File: src/design/cpu_alu_register_file_macros.svh
// Assertion macros shared by the ALU and register file design.
// Depends on a clock named clk and an active-low reset named arst_n in the user's scope.
`ifndef CPU_ALU_REGISTER_FILE_MACROS_SVH
`define CPU_ALU_REGISTER_FILE_MACROS_SVH

// Consequent must hold in the same cycle as the antecedent.
`define CALURF_ASSERT_NOW(lbl, ante, cons, msg) \
	lbl: assert property (@(posedge clk) disable iff (!arst_n) (ante) |-> (cons)) \
		else $error(msg);

// Consequent must hold in the cycle after the antecedent.
`define CALURF_ASSERT_NEXT(lbl, ante, cons, msg) \
	lbl: assert property (@(posedge clk) disable iff (!arst_n) (ante) |=> (cons)) \
		else $error(msg);

`endif

File: src/design/calurf_pkg.sv
// Shared types and operation codes for the 8-bit ALU with register file.
// No dependencies; used by calurf_exec and cpu_alu_register_file.
`timescale 1ns / 1ps

package calurf_pkg;

	// Operation codes; codes 18 to 31 are no-operations.
	localparam logic [4:0] FN_ADD   = 5'd0;
	localparam logic [4:0] FN_SUB   = 5'd1;
	localparam logic [4:0] FN_CP    = 5'd2;
	localparam logic [4:0] FN_AND   = 5'd3;
	localparam logic [4:0] FN_OR    = 5'd4;
	localparam logic [4:0] FN_XOR   = 5'd5;
	localparam logic [4:0] FN_INC8  = 5'd6;
	localparam logic [4:0] FN_DEC8  = 5'd7;
	localparam logic [4:0] FN_INC16 = 5'd8;
	localparam logic [4:0] FN_DEC16 = 5'd9;
	localparam logic [4:0] FN_ADDHL = 5'd10;
	localparam logic [4:0] FN_RL    = 5'd11;
	localparam logic [4:0] FN_SLA   = 5'd12;
	localparam logic [4:0] FN_SRL   = 5'd13;
	localparam logic [4:0] FN_SWAP  = 5'd14;
	localparam logic [4:0] FN_BIT   = 5'd15;
	localparam logic [4:0] FN_RES   = 5'd16;
	localparam logic [4:0] FN_CPL   = 5'd17;

	// 8-bit operand selectors.
	localparam logic [2:0] SEL_B   = 3'd0;
	localparam logic [2:0] SEL_C   = 3'd1;
	localparam logic [2:0] SEL_D   = 3'd2;
	localparam logic [2:0] SEL_E   = 3'd3;
	localparam logic [2:0] SEL_H   = 3'd4;
	localparam logic [2:0] SEL_L   = 3'd5;
	localparam logic [2:0] SEL_MEM = 3'd6;
	localparam logic [2:0] SEL_A   = 3'd7;

	// 16-bit pair selectors.
	localparam logic [1:0] PAIR_BC = 2'd0;
	localparam logic [1:0] PAIR_DE = 2'd1;
	localparam logic [1:0] PAIR_HL = 2'd2;
	localparam logic [1:0] PAIR_SP = 2'd3;

	// Instruction clock counts.
	localparam logic [4:0] CYC_4  = 5'd4;
	localparam logic [4:0] CYC_8  = 5'd8;
	localparam logic [4:0] CYC_12 = 5'd12;
	localparam logic [4:0] CYC_16 = 5'd16;

	typedef struct packed {
		logic [4:0] func;
		logic [2:0] reg_sel;
		logic [1:0] pair_sel;
		logic [2:0] bit_index;
		logic       use_immediate;
		logic [7:0] operand_byte;
	} item_t;

	typedef struct packed {
		logic [7:0]  result_value;
		logic        flag_zero;
		logic        flag_subtract;
		logic        flag_half_carry;
		logic        flag_carry;
		logic        mem_write;
		logic [15:0] mem_address;
		logic [4:0]  cycles;
	} result_t;

	// Architectural state: flags are Z, N, H, C from bit 3 down.
	typedef struct packed {
		logic [7:0]  b;
		logic [7:0]  c;
		logic [7:0]  d;
		logic [7:0]  e;
		logic [7:0]  h;
		logic [7:0]  l;
		logic [7:0]  a;
		logic [15:0] sp;
		logic [3:0]  flags;
	} state_t;

endpackage

File: src/design/calurf_exec.sv
// Execute logic: one operation on the current register state, giving the result
// and the next state. Purely combinational; depends on calurf_pkg.
`timescale 1ns / 1ps

module calurf_exec (
	input  calurf_pkg::item_t   item,
	input  calurf_pkg::state_t  cur,
	output calurf_pkg::result_t res,
	output calurf_pkg::state_t  nxt
);

	logic [7:0]  opa;
	logic [7:0]  v;
	logic [7:0]  src;
	logic [15:0] hl;
	logic [15:0] pv;
	logic        is_mem;
	logic [4:0]  alu_cyc;
	logic [4:0]  shf_cyc;
	logic [8:0]  add9;
	logic [4:0]  add_nib;
	logic [8:0]  sub9;
	logic [16:0] add17;
	logic [12:0] add_hl12;

	assign opa    = cur.a;
	assign hl     = {cur.h, cur.l};
	assign is_mem = (item.reg_sel == calurf_pkg::SEL_MEM);

	always_comb begin
		case (item.reg_sel)
			calurf_pkg::SEL_B:   v = cur.b;
			calurf_pkg::SEL_C:   v = cur.c;
			calurf_pkg::SEL_D:   v = cur.d;
			calurf_pkg::SEL_E:   v = cur.e;
			calurf_pkg::SEL_H:   v = cur.h;
			calurf_pkg::SEL_L:   v = cur.l;
			calurf_pkg::SEL_MEM: v = item.operand_byte;
			default:             v = cur.a;
		endcase
	end

	always_comb begin
		case (item.pair_sel)
			calurf_pkg::PAIR_BC: pv = {cur.b, cur.c};
			calurf_pkg::PAIR_DE: pv = {cur.d, cur.e};
			calurf_pkg::PAIR_HL: pv = {cur.h, cur.l};
			default:             pv = cur.sp;
		endcase
	end

	assign src      = item.use_immediate ? item.operand_byte : v;
	assign alu_cyc  = (item.use_immediate || is_mem) ? calurf_pkg::CYC_8 : calurf_pkg::CYC_4;
	assign shf_cyc  = is_mem ? calurf_pkg::CYC_16 : calurf_pkg::CYC_8;
	assign add9     = {1'b0, opa} + {1'b0, src};
	assign add_nib  = {1'b0, opa[3:0]} + {1'b0, src[3:0]};
	assign sub9     = {1'b0, opa} - {1'b0, src};
	assign add17    = {1'b0, pv} + {1'b0, hl};
	assign add_hl12 = {1'b0, pv[11:0]} + {1'b0, hl[11:0]};

	always_comb begin
		logic [7:0]  r;
		logic        fz;
		logic        fn;
		logic        fh;
		logic        fc;
		logic [4:0]  cyc;
		logic        wr8;
		logic        wr16;
		logic [1:0]  pair16;
		logic [15:0] val16;

		nxt    = cur;
		r      = opa;
		fz     = cur.flags[3];
		fn     = cur.flags[2];
		fh     = cur.flags[1];
		fc     = cur.flags[0];
		cyc    = calurf_pkg::CYC_4;
		wr8    = 1'b0;
		wr16   = 1'b0;
		pair16 = item.pair_sel;
		val16  = pv;

		case (item.func)
			calurf_pkg::FN_ADD: begin
				r     = add9[7:0];
				fz    = (r == 8'h00);
				fn    = 1'b0;
				fh    = add_nib[4];
				fc    = add9[8];
				nxt.a = r;
				cyc   = alu_cyc;
			end
			calurf_pkg::FN_SUB, calurf_pkg::FN_CP: begin
				r  = sub9[7:0];
				fz = (r == 8'h00);
				fn = 1'b1;
				fh = (opa[3:0] < src[3:0]);
				fc = sub9[8];
				if (item.func == calurf_pkg::FN_SUB) begin
					nxt.a = r;
				end else begin
					r = opa;
				end
				cyc = alu_cyc;
			end
			calurf_pkg::FN_AND, calurf_pkg::FN_OR, calurf_pkg::FN_XOR: begin
				if (item.func == calurf_pkg::FN_AND) begin
					r = opa & src;
				end else if (item.func == calurf_pkg::FN_OR) begin
					r = opa | src;
				end else begin
					r = opa ^ src;
				end
				fz    = (r == 8'h00);
				fn    = 1'b0;
				fh    = (item.func == calurf_pkg::FN_AND);
				fc    = 1'b0;
				nxt.a = r;
				cyc   = alu_cyc;
			end
			calurf_pkg::FN_INC8: begin
				fh  = (v[3:0] == 4'hf);
				r   = v + 8'd1;
				fz  = (r == 8'h00);
				fn  = 1'b0;
				wr8 = 1'b1;
				cyc = is_mem ? calurf_pkg::CYC_12 : calurf_pkg::CYC_4;
			end
			calurf_pkg::FN_DEC8: begin
				fh  = (v[3:0] == 4'h0);
				r   = v - 8'd1;
				fz  = (r == 8'h00);
				fn  = 1'b1;
				wr8 = 1'b1;
				cyc = is_mem ? calurf_pkg::CYC_12 : calurf_pkg::CYC_4;
			end
			calurf_pkg::FN_INC16, calurf_pkg::FN_DEC16: begin
				val16 = (item.func == calurf_pkg::FN_INC16) ? pv + 16'd1 : pv - 16'd1;
				wr16  = 1'b1;
				r     = 8'h00;
				cyc   = calurf_pkg::CYC_8;
			end
			calurf_pkg::FN_ADDHL: begin
				fn     = 1'b0;
				fh     = add_hl12[12];
				fc     = add17[16];
				val16  = add17[15:0];
				pair16 = calurf_pkg::PAIR_HL;
				wr16   = 1'b1;
				r      = 8'h00;
				cyc    = calurf_pkg::CYC_8;
			end
			calurf_pkg::FN_RL, calurf_pkg::FN_SLA, calurf_pkg::FN_SRL,
			calurf_pkg::FN_SWAP: begin
				if (item.func == calurf_pkg::FN_RL) begin
					r  = {v[6:0], cur.flags[0]};
					fc = v[7];
				end else if (item.func == calurf_pkg::FN_SLA) begin
					r  = {v[6:0], 1'b0};
					fc = v[7];
				end else if (item.func == calurf_pkg::FN_SRL) begin
					r  = {1'b0, v[7:1]};
					fc = v[0];
				end else begin
					r  = {v[3:0], v[7:4]};
					fc = 1'b0;
				end
				fz  = (r == 8'h00);
				fn  = 1'b0;
				fh  = 1'b0;
				wr8 = 1'b1;
				cyc = shf_cyc;
			end
			calurf_pkg::FN_BIT: begin
				fz  = ~v[item.bit_index];
				fn  = 1'b0;
				fh  = 1'b1;
				cyc = shf_cyc;
			end
			calurf_pkg::FN_RES: begin
				r   = v & 8'hfe;
				wr8 = 1'b1;
				cyc = shf_cyc;
			end
			calurf_pkg::FN_CPL: begin
				r     = ~opa;
				fn    = 1'b1;
				fh    = 1'b1;
				nxt.a = r;
			end
			default: begin
			end
		endcase

		// A memory destination becomes a write-back request instead of a register write.
		if (wr8) begin
			case (item.reg_sel)
				calurf_pkg::SEL_B:   nxt.b = r;
				calurf_pkg::SEL_C:   nxt.c = r;
				calurf_pkg::SEL_D:   nxt.d = r;
				calurf_pkg::SEL_E:   nxt.e = r;
				calurf_pkg::SEL_H:   nxt.h = r;
				calurf_pkg::SEL_L:   nxt.l = r;
				calurf_pkg::SEL_A:   nxt.a = r;
				default: begin
				end
			endcase
		end

		if (wr16) begin
			case (pair16)
				calurf_pkg::PAIR_BC: {nxt.b, nxt.c} = val16;
				calurf_pkg::PAIR_DE: {nxt.d, nxt.e} = val16;
				calurf_pkg::PAIR_HL: {nxt.h, nxt.l} = val16;
				default:             nxt.sp = val16;
			endcase
		end

		nxt.flags           = {fz, fn, fh, fc};
		res.result_value    = r;
		res.flag_zero       = fz;
		res.flag_subtract   = fn;
		res.flag_half_carry = fh;
		res.flag_carry      = fc;
		res.mem_write       = wr8 && is_mem;
		res.mem_address     = hl;
		res.cycles          = cyc;
	end

endmodule

File: src/design/cpu_alu_register_file.sv
// An accepted item waits in the input register. Throughput: one item per cycle unless
// the output stalls; the input register executes against the register file and moves
// to the output register in the same cycle, so each item sees the state left by the
// one before. Reset clears all registers, SP and flags to zero.
// Depends on calurf_pkg, calurf_exec and cpu_alu_register_file_macros.svh.
`timescale 1ns / 1ps
`include "cpu_alu_register_file_macros.svh"

module cpu_alu_register_file (
	input  logic        clk,
	input  logic        arst_n,
	input  logic        s_tvalid,
	output logic        s_tready,
	// func[4:0], reg_sel[7:5], pair_sel[9:8], bit_index[12:10], operand_byte[20:13], zeros
	input  logic [23:0] s_tdata,
	// use_immediate[0]
	input  logic [0:0]  s_tuser,
	output logic        m_tvalid,
	input  logic        m_tready,
	// result_value[7:0], flag_zero[8], flag_subtract[9], flag_half_carry[10],
	// flag_carry[11], mem_write[12], mem_address[28:13], cycles[33:29], zeros
	output logic [39:0] m_tdata
);

	calurf_pkg::item_t   item_in;
	calurf_pkg::item_t   item_s1;
	logic                valid_s1;
	calurf_pkg::state_t  state_q;
	calurf_pkg::state_t  state_nxt;
	calurf_pkg::result_t exec_res;
	calurf_pkg::result_t out_q;
	logic                out_valid_q;
	logic                advance;
	logic                accept;

	assign item_in.func          = s_tdata[4:0];
	assign item_in.reg_sel       = s_tdata[7:5];
	assign item_in.pair_sel      = s_tdata[9:8];
	assign item_in.bit_index     = s_tdata[12:10];
	assign item_in.operand_byte  = s_tdata[20:13];
	assign item_in.use_immediate = s_tuser[0];

	// The held item executes once the output register is free or being emptied.
	assign advance  = valid_s1 && (!out_valid_q || m_tready);
	assign s_tready = !valid_s1 || advance;
	assign accept   = s_tvalid && s_tready;

	calurf_exec u_exec (
		.item (item_s1),
		.cur  (state_q),
		.res  (exec_res),
		.nxt  (state_nxt)
	);

	always_ff @(posedge clk or negedge arst_n) begin
		if (!arst_n) begin
			valid_s1    <= 1'b0;
			out_valid_q <= 1'b0;
			state_q     <= '0;
		end else begin
			if (s_tready) begin
				valid_s1 <= s_tvalid;
			end
			if (advance) begin
				out_valid_q <= 1'b1;
				state_q     <= state_nxt;
			end else if (m_tready) begin
				out_valid_q <= 1'b0;
			end
		end
	end

	always_ff @(posedge clk) begin
		if (accept) begin
			item_s1 <= item_in;
		end
		if (advance) begin
			out_q <= exec_res;
		end
	end

	assign m_tvalid = out_valid_q;
	assign m_tdata  = {6'b0, out_q.cycles, out_q.mem_address, out_q.mem_write,
		out_q.flag_carry, out_q.flag_half_carry, out_q.flag_subtract, out_q.flag_zero,
		out_q.result_value};

	`CALURF_ASSERT_NEXT(a_state_only_on_advance, !advance, $stable(state_q),
		"architectural state changed without an executing item")
	`CALURF_ASSERT_NEXT(a_result_follows_advance, advance, out_valid_q,
		"executed item did not reach the output register")
	`CALURF_ASSERT_NOW(a_mem_write_only_for_memory, advance && exec_res.mem_write,
		item_s1.reg_sel == calurf_pkg::SEL_MEM,
		"memory write-back raised for a register operand")
	`CALURF_ASSERT_NOW(a_sp_only_by_pair_op, advance && (state_nxt.sp != state_q.sp),
		(item_s1.pair_sel == calurf_pkg::PAIR_SP) &&
		(item_s1.func == calurf_pkg::FN_INC16 || item_s1.func == calurf_pkg::FN_DEC16),
		"stack pointer changed by an operation that does not address it")
	`CALURF_ASSERT_NOW(a_cycle_count_legal, out_valid_q,
		out_q.cycles == calurf_pkg::CYC_4 || out_q.cycles == calurf_pkg::CYC_8 ||
		out_q.cycles == calurf_pkg::CYC_12 || out_q.cycles == calurf_pkg::CYC_16,
		"cycle count outside the legal set")

endmodule
File: config.mk
export PLATFORM = sky130hd
export DESIGN_NAME = cpu_alu_register_file
export DESIGN_NICKNAME = d
export VERILOG_FILES = /design/src/design/calurf_pkg.sv /design/src/design/calurf_exec.sv /design/src/design/cpu_alu_register_file.sv
export VERILOG_INCLUDE_DIRS = /design/src /design/src/design
export SDC_FILE = /design/constraint.sdc
export NUM_CORES = 1
export LEC_CHECK = 0
export ABC_CLOCK_PERIOD_IN_PS = 4050
export BUFFER_PORTS_ARGS = -buffer_cell sky130_fd_sc_hd__buf_2
export CORE_MARGIN = 2
export CORE_UTILIZATION = 25
export CTS_CLUSTER_SIZE = 30
export DETAILED_ROUTE_END_ITERATION = 7
export PLACE_DENSITY = 0.42
export SYNTH_ARGS = -nofsm -noshare
export SYNTH_HDL_FRONTEND = slang
export SYNTH_HIERARCHICAL = 1
export SYNTH_SLANG_ARGS = --single-unit
File: constraint.sdc
create_clock -name clk -period 4.05 [get_ports clk]
set_input_delay 0.405 -clock clk [delete_from_list [all_inputs] [get_ports clk]]
set_output_delay 0.405 -clock clk [all_outputs]
set_load 0.05 [all_outputs]
Word-level counts from Yosys, hierarchy flattened
Cells that the tools add are included.
- add/subtract/negate cells: 9
- magnitude comparators: 2
- equality and inequality tests: 29
- muxes and demuxes: 45
- bitwise logic cells: 6
- reductions and logical operators: 34
- operator list (kind ; count):
    8-bit 2-to-1 mux ; 16
    8-bit case mux with 9 select lines ; 1
    16-bit 2-to-1 mux ; 4
    56-bit 2-to-1 mux ; 1
    8-bit case mux with 7 select lines ; 1
    8-bit zero test ; 6
    48-bit 2-to-1 mux ; 1
    16-bit case mux with 3 select lines ; 1
    5-bit by 4-bit equality test with 1-bit output, second input constant ; 8
    16-bit case mux with 2 select lines ; 1
    8-bit case mux with 4 select lines ; 1
    5-bit by 3-bit equality test with 1-bit output, second input constant ; 4
    5-bit case mux with 4 select lines ; 1
    16-bit by 16-bit adder with 17-bit output ; 1
    16-bit by 1-bit adder with 16-bit output, second input constant ; 1
    16-bit by 1-bit subtractor with 16-bit output, second input constant ; 1
    12-bit by 12-bit adder with 13-bit output ; 1
    3-bit equality test, second input constant ; 4
    6-bit OR reduction ; 2
    11-bit OR reduction ; 1
    5-bit by 2-bit equality test with 1-bit output, second input constant ; 2
    5-bit equality test, second input constant ; 2
    8-bit by 8-bit adder with 9-bit output ; 1
    3-bit OR reduction ; 3
    38 further kinds ; 60
- bits in registers: 134
- logic and storage cells: 150

Depth between registers and ports, before layout
- word-level depth: 12
- gate-level depth with buffers: 22

Cells and area by module
The synthesis kept the hierarchy.
- by module, submodules not included (module ; instances ; cells each ; area an instance (um2)):
    calurf_exec ; 1 ; 1065 ; 7153.1
    cpu_alu_register_file ; 1 ; 232 ; 4762.1

Least setup slack after synthesis
OpenSTA, ideal clock, no wires.
- path type: reg2reg
- start: reg item_s1[16] (netlist name)
- end: reg state_q[42] (netlist name)
- library setup time: 0.125 ns
- data arrival time: 4.196 ns
- slack: -0.271 ns
- cell stages (with the launch flop): 22
- buffers on the path: 4
- cell sequence: edfxtp_1 -> buf_4 -> and2_1 -> a2bb2oi_1 -> o211ai_2 -> nand2_2 -> clkbuf_1 -> o21ai_0 -> inv_1 -> ha_1 -> buf_2 -> nor2b_1 -> a2111oi_1 -> nor3_1 -> o21ai_0 -> o2111ai_1 -> a21o_1 -> o32a_1 -> buf_6 -> mux2i_4 -> a22oi_1 -> mux2_4
- RTL lines (what ; line ; text):
    from (decl) ; cpu_alu_register_file.sv:26 ; calurf_pkg::item_t item_s1;
    from (signal assigned) ; cpu_alu_register_file.sv:75 ; item_s1 <= item_in;
    to (signal assigned) ; cpu_alu_register_file.sv:66 ; state_q <= state_nxt;
    to (decl) ; cpu_alu_register_file.sv:28 ; calurf_pkg::state_t state_q;

==> flow_metrics.env <==
export IMPL_hold_viol=0
export IMPL_fin_nets=1644
export IMPL_clock_path_buffers=2
export IMPL_synth_flop_cell="dfrtp_1"
export IMPL_cts_root_buf="clkbuf_16"
export IMPL_reg2reg_slack_ps=-310
export IMPL_postRouteAntennaNets=0
export IMPL_synth_edf_count=56
export IMPL_max_clock_freq_ghz=0.229
export IMPL_drc=0
export IMPL_synth_distinct_cells=96
export IMPL_slew_headroom_pct=22.6
export IMPL_yosysSeqAreaShare_pct=30.5
export IMPL_grt_use_total_pct=19.8
export IMPL_synth_top_area_share_pct=16.4
export IMPL_dp_cells=2102
export IMPL_startpoint_type="register"
export IMPL_drt_iter0_markers=1071
export IMPL_grt_pass1_wl_mm=72.9
export IMPL_wl_per_cell_um=22.7
export IMPL_final_common_cell="buf_4"
export IMPL_htreeDepth=4
export IMPL_final_cell_area_um2=15900
export IMPL_fin_crit_sh_pct=108
export IMPL_reg2reg_depth=20
export IMPL_highest_layer="met5"
export IMPL_worstMarginPinSlew_ps=1160
export IMPL_setup_viol=38
export IMPL_status="finished, violations left"
export IMPL_maxCapViolCount=0
export IMPL_place_ws_ps=-512
export IMPL_io_buffers=61
export IMPL_dpl_instance_area_um2=14300
export IMPL_power_density_nw_per_um2=700
export IMPL_arrival_ps=4730
export IMPL_fp_row_count=79
export IMPL_area_growth_pct=33.5
export IMPL_post_synth_cell_area_avg_um2=9.19
export IMPL_holdBufCountCts=0
export IMPL_grt_max_degree=61
export IMPL_r2r_start="item_s1[15]"
export IMPL_final_cell_mix="248 x buf_4, 93 x nor2_1, 89 x nand2_1"
export IMPL_drt_total_wl_mm=49.3
export IMPL_die_y_um=222
export IMPL_violations="setup timing"
export IMPL_gp_congestion=0.891
export IMPL_synth_seq_cells=134
export IMPL_dr_pass1_iters=5
export IMPL_clock_skew_ps=13.5
export IMPL_cts_sinks=134
export IMPL_rsz0062_at_grt="yes"
export IMPL_vias=11700
export IMPL_hp_class="primary input to async pin"
export IMPL_finalWorstSetupSlack_ps=-313
export IMPL_yosysTopAreaCell="dfrtp_1"
export IMPL_wl_met3_mm=3.91
export IMPL_end_kind="register"
export IMPL_m1WireLength_mm=23.2
export IMPL_instances_no_fill=2174
export IMPL_worstSetupPathType="register to register"
export IMPL_crit_path_max_fanout=11
export IMPL_drive_above_1_share_pct=39.5
export IMPL_fin_crit_ps=4360
export IMPL_overflow=0
export IMPL_wl_met2_mm=20.9
export IMPL_async_reset_ff_share_pct=58.2
export IMPL_r2r_end="state_q[42]"
export IMPL_ys_warn_count=6
export IMPL_viasPerCell=5.36
export IMPL_io_pins=71
export IMPL_tritoncts="built"
export IMPL_mappedNetlistArea_um2=11900
export IMPL_required_ps=4420
export IMPL_dp_hpwl_mm=37.0
export IMPL_start_util_pct=25.5
export IMPL_post_route_util_pct=34.0
export IMPL_coreArea_um2=46800
export IMPL_cts_buffers_inserted=17
export IMPL_die_w_um=222
export IMPL_clock_latency_ps=480
export IMPL_first_global_vias=11200
export IMPL_synth_area_leaders="dfrtp_1 16%, edfxtp_1 14%, ha_1 6.1%"
export IMPL_slew_viol_final=0
export IMPL_path_clk_slew_ps=70
export IMPL_antenna_found_initial=4
export IMPL_max_vdd_ir_drop_mv=0.240
export IMPL_syn_inst=1297
export IMPL_die_area_um2=49400
export IMPL_power_leakage_uw=0.00666
[cell type report]
type,count,area (um2)
Antenna cell,1,2.50
Clock buffer,20,478
Clock inverter,12,86.3
Fill cell,4824,30800
Inverter,41,161
Multi-Input combinational cell,1025,8250
Sequential cell,134,3630
Tap cell,607,759
Timing Repair Buffer,334,2530
[flip-flops by register name (all words and copies together), names as in the netlist]
name      count
state_q      76
m_tdata      34
item_s1      22
m_tvalid      1
valid_s1      1
[Yosys cell counts (all sizes together), types with 16 or more instances]
master	n
nor2	102
xnor2	23
nor3	41
inv	41
ha	58
nand2b	16
mux4	18
nand3	28
nand2	99
buf	68
nor2b	16
a22oi	16
a211oi	22
clkbuf	35
a21oi	80
o22ai	21
mux2	81
dfrtp	78
mux2i	21
o21ai	105
edfxtp	56
[worst max-delay path, stage by stage, from the launching register on]
cell	delay, ps
edfxtp_1	440
buf_4	180
clkbuf_16	160
nor2_4	80
a211oi_1	100
o32ai_2	350
o21ai_2	120
o21ai_2	250
inv_1	90
ha_1	290
or3_1	370
o32a_1	200
a31oi_1	180
buf_4	150
o2111ai_1	110
a21o_1	170
o32a_1	370
buf_12	160
mux2i_4	120
a22oi_1	80
mux2_4	270
[how the worst max path moves through the flow]
stage | startpoint | to | cells after the start
after CTS | item_s1[14] | state_q[57] | 20
after detailed placement | item_s1[14] | state_q[32] | 21
after global placement | item_s1[14] | state_q[32] | 21
after floorplan | item_s1[15] | state_q[42] | 20
final | item_s1[15] | state_q[42] | 20
after global routing | item_s1[15] | state_q[42] | 20
[metal layers]
layer,vias up,global-route usage [%]
met5,-,0
met4,6,6.65
met3,81,5.57
met2,422,28.6
met1,5765,28.0
li1,5380,-
[cell families after synthesis]
group	count (synthesis)	share of synthesized area, %
AOI/OAI and AO/OA	403	23.0
and+or+nand+nor	394	16.6
buffers and inverters	144	6.42
DFF	134	30.5
muxes	120	13.9
adders and majority gates	62	6.76
xor gates and xnor gates	38	2.79
other	2	0.0630
[timing repair]
| item | CTS | global route |
|---|---|---|
| pin swaps | 23 | 34 |
| resized for setup | 77 | 85 |
| hold endpoints to repair | 0 | 0 |
| endpoints found under the setup margin | 49 | 57 |
| gates cloned | 0 | 1 |
| buffers inserted | 17 | 22 |
[through the flow]
step           hold slack, ps  total power (uW)  setup TNS [ps]
2_1_floorplan             109              6240           -15.8
3_3_place_gp              491              8680          -11620
3_5_place_dp              486              8720          -13780
4_1_cts                  61.3             10700           -2110
5_1_grt                  73.9             11800          -10780
6_report                 44.9             11100           -4130
[power breakdown]
part | internal (uW) | switching [uW] | leakage [uW]
Combinational | 3440 | 3870 | 0.00483
Sequential | 1860 | 398 | 0.00153
Clock | 854 | 699 | 0.000287
Power figures use the tool's default switching activity.
